`src/design/psema_pkg.sv`:
```
// Shared types, constants and codes for the pedal scaler and averaging block.
package psema_pkg;

	localparam int SAMPLE_BITS = 12;
	localparam int VALUE_W     = 16;
	localparam int ALPHA_W     = 17;
	localparam int FRAC_W      = 16;
	localparam int ACC_W       = VALUE_W + FRAC_W;
	localparam int SUM_W       = 32;
	localparam int COUNT_W     = 8;
	localparam int MAG_W       = SAMPLE_BITS + VALUE_W;
	localparam int PRODA_W     = ALPHA_W + VALUE_W;
	localparam int PRODB_W     = ALPHA_W + ACC_W;
	localparam int ROUND_HALF  = 1 << (FRAC_W - 1);
	localparam int ALPHA_ONE   = 1 << FRAC_W;

	// Shared divider: two quotient bits per cycle.
	localparam int DIVIDEND_W  = SUM_W;
	localparam int DIVISOR_W   = SAMPLE_BITS;
	localparam int DIV_STEPS   = DIVIDEND_W / 2;
	localparam int DIV_CNT_W   = $clog2(DIV_STEPS);

	localparam int QUEUE_DEPTH = 2;
	localparam int QPTR_W      = $clog2(QUEUE_DEPTH);
	localparam int QCNT_W      = $clog2(QUEUE_DEPTH + 1);

	localparam int CFG_INDEX_W = 3;
	localparam int CFG_DATA_W  = ALPHA_W;

	localparam logic OP_SAMPLE = 1'b0;
	localparam logic OP_TICK   = 1'b1;

	typedef enum logic [CFG_INDEX_W-1:0] {
		CFG_ZERO_POSITION = 3'd0,
		CFG_FULL_POSITION = 3'd1,
		CFG_RANGE_LOW     = 3'd2,
		CFG_RANGE_HIGH    = 3'd3,
		CFG_ALPHA         = 3'd4
	} cfg_index_t;

	typedef enum logic [1:0] {
		KIND_INSIDE = 2'd0,
		KIND_BELOW  = 2'd1,
		KIND_ABOVE  = 2'd2,
		KIND_TICK   = 2'd3
	} kind_t;

	typedef struct packed {
		logic [SAMPLE_BITS-1:0] zero_position;
		logic [SAMPLE_BITS-1:0] full_position;
		logic [VALUE_W-1:0]     range_low;
		logic [VALUE_W-1:0]     range_high;
		logic [ALPHA_W-1:0]     alpha;
	} cfg_t;

	// One classified word as it waits between front and back.
	typedef struct packed {
		kind_t                  kind;
		logic                   neg;
		logic [SAMPLE_BITS-1:0] span;
		logic [MAG_W-1:0]       mag;
	} item_t;

endpackage

```
`src/design/psema_front.sv`:
```
// Front end: accepts input words and classifies them against the window.
module psema_front (
	input  logic                             in_valid,
	output logic                             in_ready,
	input  logic                             opcode,
	input  logic [psema_pkg::SAMPLE_BITS-1:0] raw_sample,
	input  psema_pkg::cfg_t                  cfg,
	input  logic                             queue_full,
	output logic                             push,
	output psema_pkg::item_t                 item
);
	import psema_pkg::*;

	logic [SAMPLE_BITS-1:0] offs;
	logic [VALUE_W-1:0]     abs_diff;
	logic                   neg;

	assign in_ready = !queue_full;
	assign push     = in_valid && in_ready;

	assign neg      = cfg.range_high < cfg.range_low;
	assign abs_diff = neg ? (cfg.range_low - cfg.range_high) : (cfg.range_high - cfg.range_low);
	assign offs     = raw_sample - cfg.zero_position;

	always_comb begin
		item.neg  = neg;
		item.span = cfg.full_position - cfg.zero_position;
		// Magnitude of offset times range difference; the sign is applied after the divide.
		item.mag  = MAG_W'(offs) * MAG_W'(abs_diff);
		if (opcode == OP_TICK) begin
			item.kind = KIND_TICK;
		end else if (raw_sample < cfg.zero_position) begin
			item.kind = KIND_BELOW;
		end else if (raw_sample <= cfg.full_position) begin
			item.kind = KIND_INSIDE;
		end else begin
			item.kind = KIND_ABOVE;
		end
	end

endmodule

```
`src/design/psema_fifo.sv`:
```
// Short queue of classified words between the front and back ends.
module psema_fifo (
	input  logic             clk,
	input  logic             arst_n,
	input  logic             push,
	input  psema_pkg::item_t wr_item,
	input  logic             pop,
	output logic             full,
	output logic             valid,
	output psema_pkg::item_t rd_item
);
	import psema_pkg::*;

	item_t             entries_q [QUEUE_DEPTH];
	logic [QPTR_W-1:0] wr_ptr_q;
	logic [QPTR_W-1:0] rd_ptr_q;
	logic [QCNT_W-1:0] count_q;

	assign full    = count_q == QCNT_W'(QUEUE_DEPTH);
	assign valid   = count_q != '0;
	assign rd_item = entries_q[rd_ptr_q];

	always_ff @(posedge clk) begin
		if (push) begin
			entries_q[wr_ptr_q] <= wr_item;
		end
	end

	always_ff @(posedge clk or negedge arst_n) begin
		if (!arst_n) begin
			wr_ptr_q <= '0;
			rd_ptr_q <= '0;
			count_q  <= '0;
		end else begin
			if (push) begin
				wr_ptr_q <= (wr_ptr_q == QPTR_W'(QUEUE_DEPTH - 1)) ? '0 : wr_ptr_q + QPTR_W'(1);
			end
			if (pop) begin
				rd_ptr_q <= (rd_ptr_q == QPTR_W'(QUEUE_DEPTH - 1)) ? '0 : rd_ptr_q + QPTR_W'(1);
			end
			if (push && !pop) begin
				count_q <= count_q + QCNT_W'(1);
			end else if (pop && !push) begin
				count_q <= count_q - QCNT_W'(1);
			end
		end
	end

endmodule

```
`src/design/psema_div.sv`:
```
// Restoring unsigned divider that retires two quotient bits per cycle.
module psema_div (
	input  logic                             clk,
	input  logic                             arst_n,
	input  logic                             start,
	input  logic [psema_pkg::DIVIDEND_W-1:0] dividend,
	input  logic [psema_pkg::DIVISOR_W-1:0]  divisor,
	output logic                             done,
	output logic [psema_pkg::DIVIDEND_W-1:0] quotient
);
	import psema_pkg::*;

	logic [DIVIDEND_W-1:0] work_q;
	logic [DIVISOR_W-1:0]  rem_q;
	logic [DIVISOR_W-1:0]  divisor_q;
	logic [DIV_CNT_W-1:0]  step_q;
	logic                  busy_q;
	logic                  done_q;

	logic [DIVISOR_W:0]    r1, d1, r2, d2;
	logic [DIVISOR_W-1:0]  m1, m2;
	logic                  ge1, ge2;

	assign done     = done_q;
	assign quotient = work_q;

	// The dividend shifts out of the top of work_q while quotient bits shift in below.
	always_comb begin
		r1  = {rem_q, work_q[DIVIDEND_W-1]};
		d1  = r1 - {1'b0, divisor_q};
		ge1 = r1 >= {1'b0, divisor_q};
		m1  = ge1 ? d1[DIVISOR_W-1:0] : r1[DIVISOR_W-1:0];
		r2  = {m1, work_q[DIVIDEND_W-2]};
		d2  = r2 - {1'b0, divisor_q};
		ge2 = r2 >= {1'b0, divisor_q};
		m2  = ge2 ? d2[DIVISOR_W-1:0] : r2[DIVISOR_W-1:0];
	end

	always_ff @(posedge clk) begin
		if (start) begin
			work_q    <= dividend;
			rem_q     <= '0;
			divisor_q <= divisor;
		end else if (busy_q) begin
			work_q <= {work_q[DIVIDEND_W-3:0], ge1, ge2};
			rem_q  <= m2;
		end
	end

	always_ff @(posedge clk or negedge arst_n) begin
		if (!arst_n) begin
			busy_q <= 1'b0;
			done_q <= 1'b0;
			step_q <= '0;
		end else begin
			done_q <= 1'b0;
			if (start) begin
				busy_q <= 1'b1;
				step_q <= '0;
			end else if (busy_q) begin
				step_q <= step_q + DIV_CNT_W'(1);
				if (step_q == DIV_CNT_W'(DIV_STEPS - 1)) begin
					busy_q <= 1'b0;
					done_q <= 1'b1;
				end
			end
		end
	end

`ifndef ASSERT_OFF
	a_no_restart: assert property (@(posedge clk) disable iff (!arst_n)
		busy_q |-> !start) else $error("divider started while busy");
`endif

endmodule

```
`src/design/psema_back.sv`:
```
// Back end: divide, filter, period bookkeeping and the output register.
module psema_back (
	input  logic                          clk,
	input  logic                          arst_n,
	input  psema_pkg::cfg_t               cfg,
	input  logic                          item_valid,
	input  psema_pkg::item_t              item,
	output logic                          pop,
	output logic                          out_valid,
	input  logic                          out_ready,
	output logic [psema_pkg::VALUE_W-1:0] scaled_value,
	output logic [psema_pkg::VALUE_W-1:0] smoothed_value,
	output logic [psema_pkg::VALUE_W-1:0] period_average
);
	import psema_pkg::*;

	typedef enum logic [6:0] {
		ST_IDLE = 7'b0000001,
		ST_DIV  = 7'b0000010,
		ST_MAP  = 7'b0000100,
		ST_MUL  = 7'b0001000,
		ST_ACC  = 7'b0010000,
		ST_FILT = 7'b0100000,
		ST_EMIT = 7'b1000000
	} state_t;

	state_t               state_q;
	kind_t                kind_q;
	logic                 neg_q;
	logic [VALUE_W-1:0]   quo_q;
	logic [ACC_W-1:0]     acc_q;
	logic                 seeded_q;
	logic [VALUE_W-1:0]   last_scaled_q;
	logic [VALUE_W-1:0]   last_filtered_q;
	logic [SUM_W-1:0]     sum_q;
	logic [COUNT_W-1:0]   count_q;
	logic [VALUE_W-1:0]   avg_q;
	logic [PRODA_W-1:0]   prod_a_q;
	logic [PRODB_W-1:0]   prod_b_q;
	logic                 out_valid_q;
	logic [VALUE_W-1:0]   scaled_q;
	logic [VALUE_W-1:0]   filtered_q;
	logic [VALUE_W-1:0]   average_q;

	logic                  div_start;
	logic [DIVIDEND_W-1:0] div_dividend;
	logic [DIVISOR_W-1:0]  div_divisor;
	logic                  div_done;
	logic [DIVIDEND_W-1:0] div_quotient;

	logic [ALPHA_W-1:0]   alpha_eff;
	logic [ALPHA_W-1:0]   alpha_rest;
	logic [VALUE_W-1:0]   mapped;
	logic [PRODB_W-1:0]   prod_b_rnd;
	logic [ACC_W:0]       acc_rnd;
	logic                 emit_go;

	assign out_valid      = out_valid_q;
	assign scaled_value   = scaled_q;
	assign smoothed_value = filtered_q;
	assign period_average = average_q;

	assign pop     = (state_q == ST_IDLE) && item_valid;
	assign emit_go = (state_q == ST_EMIT) && (!out_valid_q || out_ready);

	always_comb begin
		div_start    = 1'b0;
		div_dividend = DIVIDEND_W'(item.mag);
		div_divisor  = item.span;
		if (item.kind == KIND_TICK) begin
			div_dividend = sum_q;
			div_divisor  = DIVISOR_W'(count_q);
			div_start    = pop && (count_q != '0);
		end else if (item.kind == KIND_INSIDE) begin
			div_start    = pop && (item.span != '0);
		end
	end

	psema_div u_div (
		.clk      (clk),
		.arst_n   (arst_n),
		.start    (div_start),
		.dividend (div_dividend),
		.divisor  (div_divisor),
		.done     (div_done),
		.quotient (div_quotient)
	);

	assign alpha_eff  = (cfg.alpha > ALPHA_W'(ALPHA_ONE)) ? ALPHA_W'(ALPHA_ONE) : cfg.alpha;
	assign alpha_rest = ALPHA_W'(ALPHA_ONE) - alpha_eff;
	assign mapped     = neg_q ? (cfg.range_low - quo_q) : (cfg.range_low + quo_q);
	assign prod_b_rnd = prod_b_q + PRODB_W'(ROUND_HALF);
	assign acc_rnd    = {1'b0, acc_q} + (ACC_W + 1)'(ROUND_HALF);

	always_ff @(posedge clk) begin
		if (pop) begin
			kind_q <= item.kind;
			neg_q  <= item.neg;
		end
		if (state_q == ST_MUL) begin
			prod_a_q <= PRODA_W'(alpha_eff) * PRODA_W'(last_scaled_q);
			prod_b_q <= PRODB_W'(alpha_rest) * PRODB_W'(acc_q);
		end
		if (pop && item.kind == KIND_INSIDE && item.span == '0) begin
			quo_q <= '0;
		end else if (state_q == ST_DIV && div_done) begin
			quo_q <= div_quotient[VALUE_W-1:0];
		end
		if (emit_go) begin
			scaled_q   <= last_scaled_q;
			filtered_q <= last_filtered_q;
			average_q  <= avg_q;
		end
	end

	always_ff @(posedge clk or negedge arst_n) begin
		if (!arst_n) begin
			state_q         <= ST_IDLE;
			acc_q           <= '0;
			seeded_q        <= 1'b0;
			last_scaled_q   <= '0;
			last_filtered_q <= '0;
			sum_q           <= '0;
			count_q         <= '0;
			avg_q           <= '0;
			out_valid_q     <= 1'b0;
		end else begin
			if (emit_go) begin
				out_valid_q <= 1'b1;
			end else if (out_ready) begin
				out_valid_q <= 1'b0;
			end
			case (state_q)
				ST_IDLE: begin
					if (item_valid) begin
						case (item.kind)
							KIND_INSIDE: begin
								state_q <= (item.span != '0) ? ST_DIV : ST_MAP;
							end
							KIND_BELOW: begin
								last_scaled_q   <= cfg.range_low;
								last_filtered_q <= cfg.range_low;
								state_q         <= ST_EMIT;
							end
							KIND_ABOVE: begin
								last_scaled_q   <= cfg.range_high;
								last_filtered_q <= cfg.range_high;
								state_q         <= ST_EMIT;
							end
							KIND_TICK: begin
								if (count_q != '0) begin
									state_q <= ST_DIV;
								end else begin
									avg_q   <= '0;
									state_q <= ST_EMIT;
								end
							end
							default: begin
								state_q <= ST_IDLE;
							end
						endcase
					end
				end
				ST_DIV: begin
					if (div_done) begin
						if (kind_q == KIND_TICK) begin
							avg_q   <= (|div_quotient[DIVIDEND_W-1:VALUE_W]) ? '1 :
								div_quotient[VALUE_W-1:0];
							state_q <= ST_EMIT;
						end else begin
							state_q <= ST_MAP;
						end
					end
				end
				ST_MAP: begin
					last_scaled_q <= mapped;
					if (!seeded_q) begin
						acc_q    <= {mapped, FRAC_W'(0)};
						seeded_q <= 1'b1;
						state_q  <= ST_FILT;
					end else begin
						state_q  <= ST_MUL;
					end
				end
				ST_MUL: begin
					state_q <= ST_ACC;
				end
				ST_ACC: begin
					// The new-sample term has no fraction, so only the old term needs rounding.
					acc_q   <= prod_a_q[ACC_W-1:0] + prod_b_rnd[FRAC_W+ACC_W-1:FRAC_W];
					state_q <= ST_FILT;
				end
				ST_FILT: begin
					last_filtered_q <= acc_rnd[ACC_W] ? '1 : acc_rnd[ACC_W-1:FRAC_W];
					state_q         <= ST_EMIT;
				end
				ST_EMIT: begin
					if (emit_go) begin
						if (kind_q == KIND_TICK) begin
							sum_q   <= '0;
							count_q <= '0;
						end else begin
							sum_q   <= sum_q + SUM_W'(last_scaled_q);
							count_q <= count_q + COUNT_W'(1);
						end
						state_q <= ST_IDLE;
					end
				end
				default: begin
					state_q <= ST_IDLE;
				end
			endcase
		end
	end

`ifndef ASSERT_OFF
	a_done_in_div: assert property (@(posedge clk) disable iff (!arst_n)
		div_done |-> (state_q == ST_DIV)) else $error("divider finished outside the divide state");
	a_seed_sticky: assert property (@(posedge clk) disable iff (!arst_n)
		!$fell(seeded_q)) else $error("filter seed flag dropped");
	a_mul_seeded: assert property (@(posedge clk) disable iff (!arst_n)
		(state_q == ST_MUL) |-> seeded_q) else $error("filter blend on an unseeded filter");
	a_tick_clears: assert property (@(posedge clk) disable iff (!arst_n)
		(emit_go && kind_q == KIND_TICK) |=> (count_q == '0) && (sum_q == '0))
		else $error("period tick did not clear sum and count");
`endif

endmodule

```
`src/design/pedal_sensor_scale_ema_average.sv`:
```
// Top level of the pedal scaler with moving-average filter and period average.
//
// Channel   Handshake              Word
// in        in_valid / in_ready    opcode, raw_sample
// out       out_valid / out_ready  scaled_value, smoothed_value, period_average
// cfg       cfg_valid / cfg_ready  cfg_index, cfg_data
//
// An in-window sample leaves the queue, passes the divider, then map, multiply, accumulate,
// round and output load before the output handshake; the first sample skips multiply and
// accumulate, and a zero-width window skips the divider. Out-of-window samples go straight
// to output load; a tick uses the divider unless the count is zero.
// Reset is asynchronous and active low; no clearing pass is needed after it.
// A held output word stalls the back end; the two-word queue then fills and drops in_ready.
module pedal_sensor_scale_ema_average (
	input  logic                                clk,
	input  logic                                arst_n,
	input  logic                                in_valid,
	output logic                                in_ready,
	input  logic                                opcode,
	input  logic [psema_pkg::SAMPLE_BITS-1:0]   raw_sample,
	output logic                                out_valid,
	input  logic                                out_ready,
	output logic [psema_pkg::VALUE_W-1:0]       scaled_value,
	output logic [psema_pkg::VALUE_W-1:0]       smoothed_value,
	output logic [psema_pkg::VALUE_W-1:0]       period_average,
	input  logic                                cfg_valid,
	output logic                                cfg_ready,
	input  logic [psema_pkg::CFG_INDEX_W-1:0]   cfg_index,
	input  logic [psema_pkg::CFG_DATA_W-1:0]    cfg_data
);
	import psema_pkg::*;

	cfg_t  cfg_q;
	logic  push;
	logic  pop;
	logic  queue_full;
	logic  queue_valid;
	item_t front_item;
	item_t queue_item;

	// The register file never stalls; writes outside the list are dropped.
	assign cfg_ready = 1'b1;

	always_ff @(posedge clk or negedge arst_n) begin
		if (!arst_n) begin
			cfg_q.zero_position <= '0;
			cfg_q.full_position <= '1;
			cfg_q.range_low     <= '0;
			cfg_q.range_high    <= VALUE_W'(100);
			cfg_q.alpha         <= ALPHA_W'(6554);
		end else if (cfg_valid && cfg_ready) begin
			case (cfg_index)
				CFG_ZERO_POSITION: cfg_q.zero_position <= cfg_data[SAMPLE_BITS-1:0];
				CFG_FULL_POSITION: cfg_q.full_position <= cfg_data[SAMPLE_BITS-1:0];
				CFG_RANGE_LOW:     cfg_q.range_low     <= cfg_data[VALUE_W-1:0];
				CFG_RANGE_HIGH:    cfg_q.range_high    <= cfg_data[VALUE_W-1:0];
				CFG_ALPHA:         cfg_q.alpha         <= cfg_data[ALPHA_W-1:0];
				default: begin
				end
			endcase
		end
	end

	// Front end classifies each word as it is accepted and pushes it into the queue.
	psema_front u_front (
		.in_valid   (in_valid),
		.in_ready   (in_ready),
		.opcode     (opcode),
		.raw_sample (raw_sample),
		.cfg        (cfg_q),
		.queue_full (queue_full),
		.push       (push),
		.item       (front_item)
	);

	psema_fifo u_fifo (
		.clk     (clk),
		.arst_n  (arst_n),
		.push    (push),
		.wr_item (front_item),
		.pop     (pop),
		.full    (queue_full),
		.valid   (queue_valid),
		.rd_item (queue_item)
	);

	// Back end pops one word at a time and owns all filter and period state.
	psema_back u_back (
		.clk            (clk),
		.arst_n         (arst_n),
		.cfg            (cfg_q),
		.item_valid     (queue_valid),
		.item           (queue_item),
		.pop            (pop),
		.out_valid      (out_valid),
		.out_ready      (out_ready),
		.scaled_value   (scaled_value),
		.smoothed_value (smoothed_value),
		.period_average (period_average)
	);

endmodule

```
`config.mk`:
```
export PLATFORM = sky130hd
export DESIGN_NAME = pedal_sensor_scale_ema_average
export DESIGN_NICKNAME = d
export VERILOG_FILES = /design/src/design/psema_pkg.sv /design/src/design/psema_front.sv /design/src/design/psema_fifo.sv /design/src/design/psema_div.sv /design/src/design/psema_back.sv /design/src/design/pedal_sensor_scale_ema_average.sv
export SDC_FILE = /design/constraint.sdc
export NUM_CORES = 2
export LEC_CHECK = 0
export ABC_AREA = 0
export BUFFER_PORTS_ARGS = -buffer_cell sky130_fd_sc_hd__buf_2
export CAP_MARGIN = 40
export CORE_ASPECT_RATIO = 1.5
export CORE_UTILIZATION = 61
export CTS_BUF_LIST = sky130_fd_sc_hd__clkbuf_4 sky130_fd_sc_hd__clkbuf_8
export CTS_CLUSTER_DIAMETER = 50
export CTS_CLUSTER_SIZE = 28
export DETAILED_ROUTE_END_ITERATION = 8
export GPL_ROUTABILITY_DRIVEN = 0
export PLACE_DENSITY = 0.82
export SKIP_LAST_GASP = 1
export SLEW_MARGIN = 20
export SYNTH_ARGS = -nofsm -noshare
export SYNTH_HDL_FRONTEND = slang
export SYNTH_HIERARCHICAL = 1
export SYNTH_SLANG_ARGS = --single-unit
```
`constraint.sdc`:
```
create_clock -name clk -period 7.5 [get_ports clk]
set_input_delay 1.5 -clock clk [delete_from_list [all_inputs] [get_ports clk]]
set_output_delay 1.5 -clock clk [all_outputs]
set_load 0.01 [all_outputs]
```
==> Yosys cells after proc, flatten, opt, wreduce, memory -nomap -nowiden <==
Memory sizes are Yosys's and may differ from the RTL's.
Cells that the tools add are included.
{ "totals": {"reg_bits": 415, "ramBits": 86, "inputBits": 38, "word_cells": 182, "mem_count": 1} }
{ "memory_table": {"columns": ["name", "words", "width", "rd", "rd_clocked_by_memory_dff", "write_ports", "line_no", "source"], "rows": [
  ["u_fifo.entries_q", 2, 43, 1, 0, 1, "psema_fifo.sv:14", "item_t entries_q [QUEUE_DEPTH];"]
]} }
{ "classes": {"n_addsub": 19, "mul": 3, "order_cmp": 6, "n_eq_ne": 25, "n_mux": 55, "reduce_logical": 41} }
{ "ops": {"columns": ["op", "count"], "rows": [
  ["$mux 16", 10],
  ["$mux 32", 5],
  ["$pmux 16 s2", 4],
  ["$pmux 32 s2", 1],
  ["$pmux 7 s7", 1],
  ["$add 48x16->48 const B", 1],
  ["$mul 17x32->48", 1],
  ["$sub 12x12->12", 4],
  ["$sub 16x16->16", 3],
  ["$mux 7", 5],
  ["$add 32x16->33 const B", 1],
  ["$add 32x16->32", 1],
  ["$add 32x32->32", 1],
  ["$mul 17x16->32", 1],
  ["$mul 12x16->28", 1],
  ["$ge 13x12->1", 2],
  ["$mux 12", 2],
  ["$pmux 7 s3", 1],
  ["$gt 17x17->1 const B", 1],
  ["$mux 17", 1],
  ["$sub 17x17->17 const A", 1],
  ["$add 16x16->16", 1],
  ["$lt 16x16->1", 1],
  ["$mux 8", 2],
  ["other kinds (42)", 97]
]} }

==> Longest topological paths before layout <==
{ "logic_depth": {"word_depth": 7, "depth_mapped": 32, "depth_no_buf": 30} }

==> Hierarchy <==
Netlist, hierarchy kept.
{ "modules_own_cells": {"columns": ["module", "instances", "cells_each", "area_each_um2", "seq_area_each_um2"], "rows": [
  ["psema_back", 1, 4486, 40072.2, 7033.0],
  ["psema_front", 1, 1168, 9377.7, 0.0],
  ["psema_div", 1, 342, 3868.7, 1711.6],
  ["psema_fifo", 1, 150, 3493.4, 2682.6],
  ["pedal_sensor_scale_ema_average", 1, 160, 2919.0, 1854.3]
]} }

==> Worst setup path after synthesis <==
Ideal clock, no wire load.
{ "synth_path": {"path_kind": "reg2reg", "startpoint": "register u_back.state_q[2]", "endpoint": "register u_back.state_q[0]", "setup_time_ns": 0.077, "arrival_ns": 8.062, "required_time_ns": 7.423, "path_slack_ns": -0.640, "stages_incl_launch_ff": 7, "path_buffers": 0, "cell_sequence": "dfrtp_1 nor4_2 nor4bb_1 nor4_1 nand3_1 o211ai_1 and2_1"} }
{ "synth_via": {"elab_chain_cells": 4} }
{ "synth_lines": {"columns": ["item", "line_no", "source"], "rows": [
  ["from (decl)", "psema_back.sv:27", "state_t state_q;"],
  ["from (signal assigned)", "psema_back.sv:138", "state_q <= (item.span != '0) ? ST_DIV : ST_MAP;"],
  ["$eq 7x7->1", "psema_back.sv:64, psema_back.sv:133", null],
  ["$logic_and 1x1->1", "psema_back.sv:64", "assign emit_go = (state_q == ST_EMIT) && (!out_valid_q || out_ready);"],
  ["$ne 2x1->1 (no source line)", null, null],
  ["$reduce_and 3->1 (no source line)", null, null]
]} }
Several ways; a longest one is shown, not always the timed one.
A chain may end at the register's enable or synchronous reset.

==> Worst setup path after layout <==
{ "layout_path": {"startpoint": "register cfg_q[4] in the netlist's numbering", "endpoint": "register u_back.prod_b_q[42] (data pin)"} }
{ "layout_via": {"elab_chain_cells": 4} }
{ "layout_lines": {"columns": ["item", "line_no", "source"], "rows": [
  ["from (decl)", "pedal_sensor_scale_ema_average.sv:33", "cfg_t cfg_q;"],
  ["$gt 17x17->1", "psema_back.sv:89", "assign alpha_eff = (cfg.alpha > ALPHA_W'(ALPHA_ONE)) ? ALPHA_W'(ALPHA_ONE) : cfg.alpha;"],
  ["$mux 17 *", "psema_back.sv:89", null],
  ["$sub 17x17->17 *", "psema_back.sv:90", "assign alpha_rest = ALPHA_W'(ALPHA_ONE) - alpha_eff;"],
  ["$mul 17x32->48 *", "psema_back.sv:102", "prod_b_q <= PRODB_W'(alpha_rest) * PRODB_W'(acc_q);"],
  ["to (signal assigned)", "psema_back.sv:102", null],
  ["to (decl)", "psema_back.sv:39", "logic [PRODB_W-1:0] prod_b_q;"]
]} }
Every way passes the cells marked *; elsewhere a longest branch is shown, timed or not.

==> metrics.csv <==
metric;value;unit
CTS buffer count;36;
Tightest Pin Transition;0.958;ns
top cell type's share of synthesized area;26.9;%
DR DRC count;0;
Root Driver;clkbuf_8;
post-synthesis sequential area ratio;22.2;%
syn_nets;7594;
CTS tree;built;
Core Area;97000;um2
skew final;0.0672;ns
Post-DP Area;64700;um2
post-route cell area;66800;um2
final worst path period share;108;%
Syn Inst Count;6306;
drt total wl;179000;um
FF+latch count, synth;486;
CP Data Required Time;7.94;ns
vias in the first global route;51792;
Reg clk slew, reported paths;0.14;ns
# setup viols final;28;
Max Cap Viol;0;
Post-DP HPWL;138000;um
Fill cells;6861;
grt ovf;0;
Yosys top cell by area;fa_1;
number of detailed-route iterations in the first pass;9;
Worst EP arrival;8.53;ns
Port Buffers;87;
Max Buffers Root-to-Sink;3;
die area;99200;um2
worst skew pair latency;0.74;ns
Nets;7937;
Fin. Hold Viols;0;
ranking of synthesized cells by area;fa_1, edfxtp_1, ha_1;
count leader, synth;inv_1;
crit path buf inv count;9;
Top delay family on crit path;adder cells;
RSZ-0062 raised after global routing;true;
Post-Place Setup Slack;-0.613;ns
Final Max Tran Viols;0;
Worst Setup End Kind;register;
post-route ant nets;0;
sequential cell area;13300;um2
Yosys Warn Count;6;
setup ws final;-0.583;ns
Slowest cell on crit path;fa_1;
H-tree Lvls;2;
post-route insts no fill;7959;
Cell Area, Synth;59700;um2
area of the multi-input gates;41900;um2
kind of critical path;reg -> reg;
initial antenna violation count;12;
Die X-Extent;258;um
Most used DFF post-synth;edfxtp_1;
Initial Util;61.6;%
Max Fclk;124;MHz
Post-synth EDFFs;246;
wire length per cell;22.5;um
Iteration-0 DRC Markers;4488;
CP dominant cell by count;fa_1;
placed cells;7835;
CP max stage delay;0.59;ns
status;finished with violations;
Mean Syn Cell Area;9.47;um2
total track usage;36.2;%
Die Y;385;um
Post-synth top cells;inv_1, nand2_1, fa_1, ha_1, and2_1;
Fin Setup TNS;-8.00;ns
layout cells sized above 1;16.4;%
violated checks;setup timing;
first-pass GRT wire length;276000;um
Slew HR;35.6;%
Area Growth Syn to Fin;11.8;%
crit path max fanout;5;
Worst Hold Class;reg -> reg;
clock sink count;486;
IO Count;89;
Core Rows;140;
Setup crit start kind;register;
Via Count;48464;
post-route minimum period;8.08;ns
ys async rst share;43.6;%
Yosys cell types;119;
vias per std cell;6.09;
pin count of the biggest net entering global routing;156;
[metal layers]
layer,vias up,track usage (%),part of all wire (%)
met2,2730,62.0,49
met4,10,35.4,12
li1,20758,-,-
met3,1106,6.63,8.0
met5,-,0,0.035
met1,23860,36.8,31
[per-stage QoR]
step / utilization [%] / hold slack [ns]
after CTS: 68.0 / 0.426
after global routing: 68.8 / 0.444
after detailed placement: 66.6 / 0.434
after global placement: 66.4 / 0.433
after floorplan: - / 0.420
final: 68.8 / 0.453
[final cells by class]
type                            instances  area share, %
Sequential cell                       486           19.9
Clock inverter                         29          0.712
Tap cell                             1278           2.39
Timing Repair Buffer                  582           7.13
Multi-Input combinational cell       4407           62.7
Antenna cell                            5         0.0187
Inverter                             1136           6.41
Clock buffer                           36          0.742
[cell usage in the layout, fill, tap and decap left out, types with 22 or more instances in the layout]
master,n
a211oi_1,27
a21o_1,58
a21oi_1,208
a21oi_2,24
a31oi_1,27
and2_1,285
and3_1,47
buf_12,28
buf_2,87
buf_4,437
clkbuf_8,36
dfrtp_1,187
dfstp_2,23
dfxtp_1,28
edfxtp_1,246
fa_1,792
ha_1,421
ha_4,24
inv_1,1124
mux2_2,143
mux2_4,50
mux2i_1,30
nand2_1,862
nand2b_1,54
nand3_1,104
nand4_1,41
nor2_1,189
nor2b_1,70
nor3_1,41
o211ai_1,25
o21a_1,35
o21ai_0,204
o21bai_1,23
o31ai_1,22
xnor2_1,164
xor2_1,98
[cell families (layout without fill, tap and decap cells)]
logic type / after synthesis / in the layout / synth area share (%)
flip-flops: 486 / 486 / 22.2
multiplexers: 228 / 228 / 4.57
AND/OR/NAND/NOR: 1835 / 1835 / 14.8
AO/OA/AOI/OAI: 816 / 816 / 8.62
adder cells (fa/ha/maj): 1250 / 1250 / 36.3
XOR/XNOR: 277 / 277 / 4.14
buffers and inverters: 1413 / 1783 / 9.34
other: 1 / 6 / 0.00628
[sequential cells by signal, summed over array words and instances, names as in the netlist, 4 cells and up]
signal	count
cfg_q	73
u_back/acc_q	32
u_back/avg_q	16
u_back/count_q	8
u_back/last_filtered_q	16
u_back/last_scaled_q	16
u_back/period_average	16
u_back/prod_a_q	32
u_back/prod_b_q	33
u_back/quo_q	16
u_back/scaled_value	16
u_back/smoothed_value	16
u_back/state_q	7
u_back/sum_q	32
u_back/u_div/divisor_q	12
u_back/u_div/quotient	32
u_back/u_div/rem_q	12
u_back/u_div/step_q	4
u_fifo/entries_q	86
[worst register-to-register path, delay by kind of cell, from the launching register on]
kind | cells | cell delay [ns]
simple gates | 7 | 1.22
buf+inv | 9 | 1.13
flops | 1 | 0.40
xor+xnor | 1 | 0.10
fa+ha+maj | 7 | 3.49
compound gates | 6 | 1.50
[path summary, 6_finish.rpt]
path                                                       start                            endpoint  slack [ns]  cells after the start
setup / recovery                            cfg_q[4]$_DFFE_PN1P_       u_back/prod_b_q[42]$_DFFE_PP_       -0.58                     30
hold / removal             u_back/last_filtered_q[7]$_DFFE_PN0P_  u_back/smoothed_value[7]$_DFFE_PP_        0.45                      0
setup reg to reg                            cfg_q[4]$_DFFE_PN1P_       u_back/prod_b_q[42]$_DFFE_PP_       -0.58                     30
hold reg to reg            u_back/last_filtered_q[7]$_DFFE_PN0P_  u_back/smoothed_value[7]$_DFFE_PP_        0.45                      0
max in group asynchronous                                 arst_n               cfg_q[68]$_DFFE_PN0P_        5.45                      2
min in group asynchronous                                 arst_n       u_back/state_q[1]$_DFFE_PN0P_        0.69                      1
[what timing repair did]
action                     in CTS  in global routing
hold buffers                    0                  0
gates resized for setup        39                 79
setup buffers                  15                 30
pin swaps                      52                 51
setup endpoints to repair      49                 64
gates cloned                    3                  4
Power is not shown: default switching activity piles up to over one toggle a cycle in this logic, so the estimate is an artifact.
